`src/hdl/isc_pkg.sv`:
```
`default_nettype none

package isc_pkg;

  // Number of register stages from the input register to the result register.
  localparam int NUM_STAGES = 5;

  // Configuration register indexes.
  typedef logic [2:0] cfg_index_t;
  localparam cfg_index_t REG_ACCEL_OFFSET_X = 3'd0;
  localparam cfg_index_t REG_ACCEL_OFFSET_Y = 3'd1;
  localparam cfg_index_t REG_ACCEL_OFFSET_Z = 3'd2;
  localparam cfg_index_t REG_GYRO_OFFSET_X  = 3'd3;
  localparam cfg_index_t REG_GYRO_OFFSET_Y  = 3'd4;
  localparam cfg_index_t REG_GYRO_OFFSET_Z  = 3'd5;

  // Temperature conversion: (TEMP_BASE + raw*10/34) / 10.
  // raw*10/34 equals floor(|raw| * 5/17), taken as |raw| * TEMP_RECIP >> TEMP_SHIFT.
  localparam int TEMP_SHIFT = 24;
  localparam logic [22:0] TEMP_RECIP = 23'd4934476;
  localparam int TEMP_Q_W = 14;
  localparam logic [13:0] TEMP_BASE = 14'd3653;
  // Division by ten of a value below 2^14: value * TENTHS_RECIP >> TENTHS_SHIFT.
  localparam int TENTHS_SHIFT = 18;
  localparam logic [14:0] TENTHS_RECIP = 15'd26215;
  localparam int TENTHS_Q_W = 11;

  // One raw inertial sample.
  typedef struct packed {
    logic [15:0] accel_x_raw;
    logic [15:0] accel_y_raw;
    logic [15:0] accel_z_raw;
    logic [15:0] temp_raw;
    logic [15:0] gyro_x_raw;
    logic [15:0] gyro_y_raw;
    logic [15:0] gyro_z_raw;
  } sample_t;

  // One conditioned result.
  typedef struct packed {
    logic signed [15:0] accel_x_avg;
    logic signed [15:0] accel_y_avg;
    logic signed [15:0] accel_z_avg;
    logic signed [11:0] temp_tenths;
    logic signed [15:0] gyro_x_out;
    logic signed [15:0] gyro_y_out;
    logic signed [15:0] gyro_z_out;
  } result_t;

  // Offsets held by the configuration registers.
  typedef struct packed {
    logic [2:0][15:0] accel;
    logic [2:0][15:0] gyro;
  } offsets_t;

  // Load enables of the pipeline stages, stage 0 being the input register.
  typedef struct packed {
    logic [NUM_STAGES-1:0] load;
  } pipe_ctl_t;

endpackage

`default_nettype wire

```
`src/hdl/isc_sample_if.sv`:
```
`default_nettype none

interface isc_sample_if;
  logic valid;
  logic ready;
  isc_pkg::sample_t data;

  modport source (output valid, output data, input ready);
  modport sink (input valid, input data, output ready);
endinterface

`default_nettype wire

```
`src/hdl/isc_result_if.sv`:
```
`default_nettype none

interface isc_result_if;
  logic valid;
  logic ready;
  isc_pkg::result_t data;

  modport source (output valid, output data, input ready);
  modport sink (input valid, input data, output ready);
endinterface

`default_nettype wire

```
`src/hdl/isc_cfg_if.sv`:
```
`default_nettype none

interface isc_cfg_if;
  logic valid;
  logic ready;
  isc_pkg::cfg_index_t index;
  logic [15:0] data;

  modport source (output valid, output index, output data, input ready);
  modport sink (input valid, input index, input data, output ready);
endinterface

`default_nettype wire

```
`src/hdl/isc_cfg_regs.sv`:
```
`default_nettype none

module isc_cfg_regs (
  input  wire logic           clk,
  input  wire logic           rst,
  isc_cfg_if.sink             cfg,
  output isc_pkg::offsets_t   offsets
);

  // Register writes are always taken at once.
  assign cfg.ready = 1'b1;

  // Offset registers; indexes beyond the list are ignored.
  always_ff @(posedge clk) begin
    if (rst) begin
      offsets <= '0;
    end else if (cfg.valid) begin
      case (cfg.index)
        isc_pkg::REG_ACCEL_OFFSET_X: offsets.accel[0] <= cfg.data;
        isc_pkg::REG_ACCEL_OFFSET_Y: offsets.accel[1] <= cfg.data;
        isc_pkg::REG_ACCEL_OFFSET_Z: offsets.accel[2] <= cfg.data;
        isc_pkg::REG_GYRO_OFFSET_X:  offsets.gyro[0]  <= cfg.data;
        isc_pkg::REG_GYRO_OFFSET_Y:  offsets.gyro[1]  <= cfg.data;
        isc_pkg::REG_GYRO_OFFSET_Z:  offsets.gyro[2]  <= cfg.data;
        default: begin
        end
      endcase
    end
  end

endmodule

`default_nettype wire

```
`src/hdl/isc_accel_path.sv`:
```
`default_nettype none

module isc_accel_path #(
  parameter int WINDOW_LEN = 10
) (
  input  wire logic                clk,
  input  wire logic                rst,
  input  wire isc_pkg::pipe_ctl_t  ctl,
  input  wire logic [2:0][15:0]    raw,
  input  wire logic [2:0][15:0]    offset,
  output logic [2:0][15:0]         avg
);

  localparam int SLOT_W = $clog2(WINDOW_LEN);
  localparam int SUM_W = 16 + $clog2(WINDOW_LEN);
  localparam int SHIFT = SUM_W + $clog2(WINDOW_LEN);
  localparam int RECIP_W = SUM_W + 1;
  localparam longint RECIP = ((longint'(1) << SHIFT) + WINDOW_LEN - 1) / WINDOW_LEN;
  localparam logic [RECIP_W-1:0] RECIP_V = RECIP_W'(RECIP);
  localparam int PROD_W = SUM_W + RECIP_W;
  localparam logic [SLOT_W-1:0] LAST_SLOT = SLOT_W'(WINDOW_LEN - 1);

  // Ring of corrected samples, one row holds all three axes.
  logic [2:0][15:0] ring [WINDOW_LEN];
  logic [WINDOW_LEN-1:0] row_valid;
  logic [SLOT_W-1:0] write_slot;

  logic [2:0][15:0] corr1;
  logic [2:0][15:0] old1;
  logic old_valid1;
  logic [SLOT_W-1:0] slot1;

  logic signed [SUM_W-1:0] sums [3];
  logic [SUM_W-1:0] mag3 [3];
  logic [2:0] neg3;
  logic [PROD_W-1:0] prod4 [3];
  logic [2:0] neg4;

  // Stage 1: offset correction, ring read at the current slot.
  always_ff @(posedge clk) begin
    if (ctl.load[0]) begin
      for (int a = 0; a < 3; a++) begin
        corr1[a] <= raw[a] - offset[a];
      end
      old1 <= ring[write_slot];
      old_valid1 <= row_valid[write_slot];
      slot1 <= write_slot;
    end
  end

  // Ring write as the sample moves on to the sum stage.
  always_ff @(posedge clk) begin
    if (ctl.load[1]) begin
      ring[slot1] <= corr1;
    end
  end

  // Slot pointer and row valid bits; a row never written reads as zero.
  always_ff @(posedge clk) begin
    if (rst) begin
      write_slot <= '0;
      row_valid <= '0;
    end else begin
      if (ctl.load[0]) begin
        write_slot <= (write_slot == LAST_SLOT) ? '0 : write_slot + 1'b1;
      end
      if (ctl.load[1]) begin
        row_valid[slot1] <= 1'b1;
      end
    end
  end

  // Stage 2: running window sums.
  always_ff @(posedge clk) begin
    if (rst) begin
      for (int a = 0; a < 3; a++) begin
        sums[a] <= '0;
      end
    end else if (ctl.load[1]) begin
      for (int a = 0; a < 3; a++) begin
        sums[a] <= sums[a] + SUM_W'(signed'(corr1[a]))
                   - (old_valid1 ? SUM_W'(signed'(old1[a])) : '0);
      end
    end
  end

  // Stage 3: magnitude and sign of each sum.
  always_ff @(posedge clk) begin
    if (ctl.load[2]) begin
      for (int a = 0; a < 3; a++) begin
        neg3[a] <= sums[a][SUM_W-1];
        mag3[a] <= sums[a][SUM_W-1] ? SUM_W'(-sums[a]) : SUM_W'(sums[a]);
      end
    end
  end

  // Stage 4: multiply by the reciprocal of the window length.
  always_ff @(posedge clk) begin
    if (ctl.load[3]) begin
      for (int a = 0; a < 3; a++) begin
        prod4[a] <= PROD_W'(mag3[a]) * PROD_W'(RECIP_V);
      end
      neg4 <= neg3;
    end
  end

  // Stage 5: quotient with the sign restored, truncated toward zero.
  always_ff @(posedge clk) begin
    if (ctl.load[4]) begin
      for (int a = 0; a < 3; a++) begin
        avg[a] <= neg4[a] ? 16'(-prod4[a][SHIFT +: 16]) : prod4[a][SHIFT +: 16];
      end
    end
  end

`ifndef SYNTHESIS
  localparam int SUM_MAX = WINDOW_LEN * 32767;
  localparam int SUM_MIN = -(WINDOW_LEN * 32768);

  a_slot_range: assert property (@(posedge clk) disable iff (rst)
    write_slot <= LAST_SLOT)
    else $error("write slot beyond the window");

  a_sum_bounds: assert property (@(posedge clk) disable iff (rst)
    sums[0] <= SUM_MAX && sums[0] >= SUM_MIN &&
    sums[1] <= SUM_MAX && sums[1] >= SUM_MIN &&
    sums[2] <= SUM_MAX && sums[2] >= SUM_MIN)
    else $error("window sum outside what the ring can hold");

  a_row_marked: assert property (@(posedge clk) disable iff (rst)
    ctl.load[1] |=> row_valid[$past(slot1)])
    else $error("written ring row not marked valid");
`endif

endmodule

`default_nettype wire

```
`src/hdl/isc_aux_path.sv`:
```
`default_nettype none

module isc_aux_path (
  input  wire logic                clk,
  input  wire isc_pkg::pipe_ctl_t  ctl,
  input  wire logic [15:0]         temp_raw,
  input  wire logic [2:0][15:0]    gyro_raw,
  input  wire logic [2:0][15:0]    gyro_offset,
  output logic signed [11:0]       temp_tenths,
  output logic [2:0][15:0]         gyro_out
);

  localparam int TPROD1_W = 39;
  localparam int TPROD2_W = 29;

  logic [15:0] tmag1;
  logic tneg1;
  logic [TPROD1_W-1:0] tprod2;
  logic tneg2;
  logic [isc_pkg::TEMP_Q_W-1:0] tq;
  logic [13:0] tmag3;
  logic tneg3;
  logic [TPROD2_W-1:0] tprod4;
  logic tneg4;
  logic [isc_pkg::TENTHS_Q_W-1:0] tenths_q;
  logic [2:0][15:0] gyro_s [4];

  // Stage 1: temperature magnitude and sign, gyro offset correction.
  always_ff @(posedge clk) begin
    if (ctl.load[0]) begin
      tneg1 <= temp_raw[15];
      tmag1 <= temp_raw[15] ? 16'(-temp_raw) : temp_raw;
      for (int a = 0; a < 3; a++) begin
        gyro_s[0][a] <= gyro_raw[a] - gyro_offset[a];
      end
    end
  end

  // Stage 2: scale by 10/34 through a reciprocal product.
  always_ff @(posedge clk) begin
    if (ctl.load[1]) begin
      tprod2 <= TPROD1_W'(tmag1) * TPROD1_W'(isc_pkg::TEMP_RECIP);
      tneg2 <= tneg1;
      gyro_s[1] <= gyro_s[0];
    end
  end

  // Stage 3: add the base, keeping magnitude and sign apart.
  assign tq = tprod2[isc_pkg::TEMP_SHIFT +: isc_pkg::TEMP_Q_W];

  always_ff @(posedge clk) begin
    if (ctl.load[2]) begin
      if (!tneg2) begin
        tmag3 <= isc_pkg::TEMP_BASE + tq;
        tneg3 <= 1'b0;
      end else if (tq > isc_pkg::TEMP_BASE) begin
        tmag3 <= tq - isc_pkg::TEMP_BASE;
        tneg3 <= 1'b1;
      end else begin
        tmag3 <= isc_pkg::TEMP_BASE - tq;
        tneg3 <= 1'b0;
      end
      gyro_s[2] <= gyro_s[1];
    end
  end

  // Stage 4: divide by ten through a reciprocal product.
  always_ff @(posedge clk) begin
    if (ctl.load[3]) begin
      tprod4 <= TPROD2_W'(tmag3) * TPROD2_W'(isc_pkg::TENTHS_RECIP);
      tneg4 <= tneg3;
      gyro_s[3] <= gyro_s[2];
    end
  end

  // Stage 5: signed tenths of a degree and the corrected gyro words.
  assign tenths_q = tprod4[isc_pkg::TENTHS_SHIFT +: isc_pkg::TENTHS_Q_W];

  always_ff @(posedge clk) begin
    if (ctl.load[4]) begin
      temp_tenths <= tneg4 ? -signed'({1'b0, tenths_q}) : signed'({1'b0, tenths_q});
      gyro_out <= gyro_s[3];
    end
  end

endmodule

`default_nettype wire

```
`src/hdl/imu_sample_conditioner_top.sv`:
```
// Throughput: one sample per cycle while no result waits for results.ready;
// each stage holds one sample and moves on whenever the stage after it is
// empty or moving, so a waiting result stalls only the stages behind it.
// Reset (synchronous) clears the offsets, the ring row valid bits, the slot
// pointer, the window sums and the stage valid bits.
`default_nettype none

module imu_sample_conditioner_top #(
  parameter int WINDOW_LEN = 10
) (
  input  wire logic     clk,
  input  wire logic     rst,
  isc_sample_if.sink    samples,
  isc_result_if.source  results,
  isc_cfg_if.sink       cfg
);

  localparam int NS = isc_pkg::NUM_STAGES;

  logic [NS-1:0] stage_valid;
  logic [NS-1:0] can_load;
  isc_pkg::pipe_ctl_t ctl;
  isc_pkg::offsets_t offsets;
  logic [2:0][15:0] accel_raw;
  logic [2:0][15:0] gyro_raw;
  logic [2:0][15:0] accel_avg;
  logic [2:0][15:0] gyro_out;
  logic signed [11:0] temp_tenths;
  isc_pkg::result_t res;

  // A stage can load when it is empty or its content moves on.
  always_comb begin
    can_load[NS-1] = !stage_valid[NS-1] || results.ready;
    for (int k = NS - 2; k >= 0; k--) begin
      can_load[k] = !stage_valid[k] || can_load[k+1];
    end
    ctl.load[0] = samples.valid && can_load[0];
    for (int k = 1; k < NS; k++) begin
      ctl.load[k] = stage_valid[k-1] && can_load[k];
    end
  end

  // Stage occupancy.
  always_ff @(posedge clk) begin
    if (rst) begin
      stage_valid <= '0;
    end else begin
      if (can_load[0]) begin
        stage_valid[0] <= samples.valid;
      end
      for (int k = 1; k < NS; k++) begin
        if (can_load[k]) begin
          stage_valid[k] <= stage_valid[k-1];
        end
      end
    end
  end

  assign samples.ready = can_load[0];
  assign results.valid = stage_valid[NS-1];

  assign accel_raw[0] = samples.data.accel_x_raw;
  assign accel_raw[1] = samples.data.accel_y_raw;
  assign accel_raw[2] = samples.data.accel_z_raw;
  assign gyro_raw[0] = samples.data.gyro_x_raw;
  assign gyro_raw[1] = samples.data.gyro_y_raw;
  assign gyro_raw[2] = samples.data.gyro_z_raw;

  isc_cfg_regs u_cfg_regs (
    .clk     (clk),
    .rst     (rst),
    .cfg     (cfg),
    .offsets (offsets)
  );

  isc_accel_path #(
    .WINDOW_LEN (WINDOW_LEN)
  ) u_accel_path (
    .clk    (clk),
    .rst    (rst),
    .ctl    (ctl),
    .raw    (accel_raw),
    .offset (offsets.accel),
    .avg    (accel_avg)
  );

  isc_aux_path u_aux_path (
    .clk         (clk),
    .ctl         (ctl),
    .temp_raw    (samples.data.temp_raw),
    .gyro_raw    (gyro_raw),
    .gyro_offset (offsets.gyro),
    .temp_tenths (temp_tenths),
    .gyro_out    (gyro_out)
  );

  // Result payload.
  always_comb begin
    res.accel_x_avg = accel_avg[0];
    res.accel_y_avg = accel_avg[1];
    res.accel_z_avg = accel_avg[2];
    res.temp_tenths = temp_tenths;
    res.gyro_x_out = gyro_out[0];
    res.gyro_y_out = gyro_out[1];
    res.gyro_z_out = gyro_out[2];
  end

  assign results.data = res;

`ifndef SYNTHESIS
  a_stall_source: assert property (@(posedge clk) disable iff (rst)
    !samples.ready |-> (results.valid && !results.ready))
    else $error("sample request refused while the pipeline can move");
`endif

endmodule

`default_nettype wire
```
`src/flat_wrapper.sv`:
```
// flat-port wrapper written by rule: the top's interface ports become plain ports
module imu_sample_conditioner_top_flat 
#(
  parameter int WINDOW_LEN = 10
)
  (clk, rst, samples_valid, samples_data, samples_ready, results_valid, results_data, results_ready, cfg_valid, cfg_index, cfg_data, cfg_ready);
  isc_sample_if samples_i ();
  isc_result_if results_i ();
  isc_cfg_if cfg_i ();
  input  wire logic clk;
  input  wire logic rst;
  input wire logic [$bits(samples_i.valid)-1:0] samples_valid;
  input wire logic [$bits(samples_i.data)-1:0] samples_data;
  output wire logic [$bits(samples_i.ready)-1:0] samples_ready;
  output wire logic [$bits(results_i.valid)-1:0] results_valid;
  output wire logic [$bits(results_i.data)-1:0] results_data;
  input wire logic [$bits(results_i.ready)-1:0] results_ready;
  input wire logic [$bits(cfg_i.valid)-1:0] cfg_valid;
  input wire logic [$bits(cfg_i.index)-1:0] cfg_index;
  input wire logic [$bits(cfg_i.data)-1:0] cfg_data;
  output wire logic [$bits(cfg_i.ready)-1:0] cfg_ready;
  assign samples_i.valid = samples_valid;
  assign samples_i.data = samples_data;
  assign samples_ready = samples_i.ready;
  assign results_valid = results_i.valid;
  assign results_data = results_i.data;
  assign results_i.ready = results_ready;
  assign cfg_i.valid = cfg_valid;
  assign cfg_i.index = cfg_index;
  assign cfg_i.data = cfg_data;
  assign cfg_ready = cfg_i.ready;
  imu_sample_conditioner_top #(.WINDOW_LEN(WINDOW_LEN)) u_core (.clk(clk), .rst(rst), .samples(samples_i), .results(results_i), .cfg(cfg_i));
endmodule
```
`config.mk`:
```
export PLATFORM = sky130hd
export DESIGN_NAME = imu_sample_conditioner_top_flat
export DESIGN_NICKNAME = d
export VERILOG_FILES = /design/src/hdl/isc_pkg.sv /design/src/hdl/isc_sample_if.sv /design/src/hdl/isc_result_if.sv /design/src/hdl/isc_cfg_if.sv /design/src/hdl/isc_cfg_regs.sv /design/src/hdl/isc_accel_path.sv /design/src/hdl/isc_aux_path.sv /design/src/hdl/imu_sample_conditioner_top.sv /design/src/flat_wrapper.sv
export SDC_FILE = /design/constraint.sdc
export NUM_CORES = 2
export LEC_CHECK = 0
export ABC_CLOCK_PERIOD_IN_PS = 14200
export BUFFER_PORTS_ARGS = -buffer_cell sky130_fd_sc_hd__buf_2
export CORE_AREA = 2 2 526 528
export DETAILED_ROUTE_END_ITERATION = 16
export DIE_AREA = 0 0 528 530
export GPL_ROUTABILITY_DRIVEN = 0
export SYNTH_ARGS = -nofsm -noshare
export SYNTH_HDL_FRONTEND = slang
export SYNTH_SLANG_ARGS = --single-unit
```
`constraint.sdc`:
```
create_clock -name clk -period 14.2 [get_ports clk]
set_input_delay 2.84 -clock clk [delete_from_list [all_inputs] [get_ports clk]]
set_output_delay 2.84 -clock clk [all_outputs]
set_load 0.02 [all_outputs]
```
==> metrics.md <==
| Metric | Value |
|---|---|
| Critical Path End Type | `primary output` |
| Most frequent cells in the layout | `inv_1, edfxtp_1, ha_1` |
| Final hold viol count | `0` |
| Initial cell density of the core | `29.84%` |
| GRT Max-Usage Layer | `met2` |
| DP HPWL | `between 100000 and 150000 um` |
| Synth Cell Area | `just over 80000 um2` |
| Final ANT Viol Nets | `0` |
| Crit Path Category | `input pin to primary output` |
| Post-route DRC violation count | `0` |
| VDD IR max | `~210 uV` |
| Setup tns final | `0 ns` |
| Worst slack, placed | `7.253 ns` |
| Most common cell after layout, fill and taps aside | `inv_1` |
| Synthesized netlist cell count | `6622` |
| Core area | `274800 um2` |
| FMAX | `about 140 MHz` |
| Status | `finished, final reports clean` |
| Area delta synth->final | `12.58%` |
| Vias in the first global route | `between 50000 and 60000` |
| CTS tree | `done` |
| Non-filler cells in the finished layout | `about 11000` |
| Worst-margin pin slew | `1.146 ns` |
| Met2 Track Usage GR | `around 20%` |
| Largest net degree at the start of global routing | `~130` |
| Core Rows | `roughly 190` |
| CTS H-tree lvls | `4` |
| Clk_skew | `0.02737 ns` |
| Clock-pin slew on the worst setup and hold paths | `0.06 ns` |
| Via Count | `slightly below 50000` |
| Die area | `between 200000 and 300000 um2` |
| Grt met3 use | `about 3.2%` |
| CTS root buf | `clkbuf_16` |
| Post-layout min period | `between 6 and 7 ns` |
| Clk buf depth | `3` |
| Leak Pwr | `roughly 39 nW` |
| Ports | `between 200 and 250` |
| GRT Total Usage | `around an eighth` |
| Seq. cell area | `35770 um2` |
| Relative slew slack | `a little under a quarter` |
| Startpoint Class | `input pin` |
| Max Cap Violations | `0` |
| RSZ-0062 raised after global routing | `false` |
| Layout fillers | `27028` |
| Setup Fix Bufs, Post-CTS | `0` |
| Period utilization | `about half` |
| Worst-Skew Late Latency | `0.77 ns` |
| Cts bufs inserted | `between 100 and 150` |
| Multi-input gate area | `41320 um2` |
| Layout cells sized above 1 | `9.345%` |
| Width of the die | `528 um` |
| Hold crit path type | `flop to flop` |
| CP Data Arrival Time | `about 4.1 ns` |
| Initial DRT Pass Iterations | `5` |
| Syn nets | `8360` |
| WHS Path Cells | `0` |
| Dpl cells | `between 10000 and 15000` |
| CTS resizes | `0` |
| Hold-fix buffers, CTS | `0` |
| Global-route wire length before repair | `291400 um` |
| Initial antenna violation count | `37` |
| Gr ovfl total | `0` |
| FF-to-FF path depth | `24` |
| Routed WL | `around 180000 um` |
| Post-route setup slack | `just over 7 ns` |
| Crit-path max FO | `6` |
| Syn Area/Cell | `about 12 um2` |
| Setup Viol. Count Final | `0` |
| Seq/Total Area, Yosys | `43.61%` |
| Die Y | `between 500 and 600 um` |
| Vias per Instance | `between 4 and 5` |
| Synth unique cells | `78` |
| TritonCTS Sinks | `approximately 1200` |
| Max-slew violations | `0` |
| Pwr Density | `between 200 and 250 nW/um2` |
| Drt wl/cell | `17.36 um` |
| Synth Register Bits | `1229` |
| Final nets | `about 8700` |
| Asr flop ratio synth | `0%` |
| Met1 Track Usage GR | `18.60%` |
| DR iter-0 viols | `roughly 3000` |
| CP required | `around 11 ns` |
| PortBufs | `around 250` |
| Syn. warnings | `0` |
| Top_reg_cell synth | `edfxtp_1` |
| EDFF count, synth | `roughly 1100` |
-- critical path, stage by stage --
cell and delay (ns):
buf_2 0.10, nor2b_1 0.27, and2_0 0.46, nand4_1 0.22, buf_2 0.21
-- report_power, final --
group | leakage [nW] | switching [mW] | internal [mW]
Sequential | 11.3 | 0.244 | 4.62
Combinational | 25.1 | 6.01 | 4.92
Clock | 2.24 | 1.50 | 2.11
Total | 38.6 | 7.76 | 11.7
-- path summary, 6_finish.rpt --
| kind | from | to | slack (ns) |
|---|---|---|---|
| worst min register to register | u_core.u_aux_path.gyro_s[1][27] | u_core.u_aux_path.gyro_s[2][27] | 0.41 |
| worst max register to register | u_core.u_accel_path.mag3[0][48] | u_core.u_accel_path.prod4[0][118] | 7.55 |
| worst max-delay path | results_ready | samples_ready | 7.26 |
| worst min-delay path | u_core.u_aux_path.gyro_s[1][27] | u_core.u_aux_path.gyro_s[2][27] | 0.41 |
-- cells in the mapped netlist, types with 9 or more instances --
cell | instances | share of area [%]
inv_1 | 1220 | 5.6
edfxtp_1 | 1114 | 41
ha_1 | 998 | 15
fa_1 | 604 | 15
nand2_1 | 342 | 1.6
a21oi_1 | 280 | 1.7
nor2_1 | 274 | 1.3
xnor2_1 | 244 | 2.6
o21ai_0 | 132 | 0.81
dfxtp_1 | 115 | 2.8
xor2_1 | 111 | 1.2
nor2b_1 | 101 | 0.77
and2_1 | 98 | 0.75
mux4_2 | 98 | 2.7
clkbuf_1 | 97 | 0.44
a21o_1 | 78 | 0.71
nor3_1 | 68 | 0.42
a211oi_1 | 67 | 0.61
nand3_1 | 56 | 0.34
mux2i_1 | 54 | 0.66
o31ai_1 | 41 | 0.38
nand4_1 | 33 | 0.25
and3_1 | 29 | 0.22
a21boi_0 | 27 | 0.25
nand2b_1 | 27 | 0.21
or2_2 | 26 | 0.20
o21a_1 | 23 | 0.21
a31oi_1 | 20 | 0.15
nor4_1 | 20 | 0.15
or3_1 | 20 | 0.15
buf_1 | 17 | 0.078
o21ai_1 | 17 | 0.10
o211ai_1 | 16 | 0.15
o21bai_1 | 15 | 0.14
o41ai_1 | 15 | 0.16
o41ai_2 | 13 | 0.26
or4_1 | 11 | 0.10
a41o_1 | 9 | 0.11
-- layer usage --
metal / share of wire [%] / vias to the layer above
li1: - / 23348
met1: 48 / 23716
met2: 43 / 1136
met3: 6.4 / 287
met5: 0.17 / -
met4: 2.3 / 46
-- final cells by class --
cell class / count / area share [%]
tap: 3607 / 4.889
timing repair buffer: 278 / 1.613
clock buffer: 189 / 4.220
inverter: 1220 / 4.962
multi-input combinational: 4057 / 44.76
antenna: 10 / 0.02711
clock inverter: 68 / 0.7767
sequential: 1229 / 38.75
-- kinds of logic (layout without fill, tap and decap cells) --
family,after synthesis,count (layout),share of synthesized area (%)
xor+xnor,355,355,3.792
simple gates,1126,1126,6.603
compound gates,821,821,6.546
mux,152,152,3.351
buf+inv,1336,1755,6.122
flops,1229,1229,43.61
other cells,1,11,0.004573
fa+ha+maj,1602,1602,29.98
-- per-stage QoR --
step                      util, %  hold WS, ns  area (um2)  power [mW]
after floorplan                 -       0.4003       81990       13.30
after global placement      31.90       0.4007       87670       15.67
after detailed placement    31.90       0.4045       87670       15.93
after CTS                   33.58       0.4081       92280       19.70
after global routing        33.59       0.4173       92290       21.52
final                       33.59       0.4065       92310       19.41
-- state kept, by name, indices dropped and copies added (netlist names), 48 cells and up --
name,cells
u_core.u_accel_path.ring,480
u_core.u_accel_path.sums,60
u_core.u_accel_path.corr1,48
u_core.u_accel_path.mag3,60
u_core.u_accel_path.prod4,48
u_core.u_cfg_regs.offsets,96
u_core.u_accel_path.old1,48
u_core.u_aux_path.gyro_out,48
u_core.u_aux_path.gyro_s,192
u_core.u_accel_path.avg,48
(Power assumes the default switching activity.)
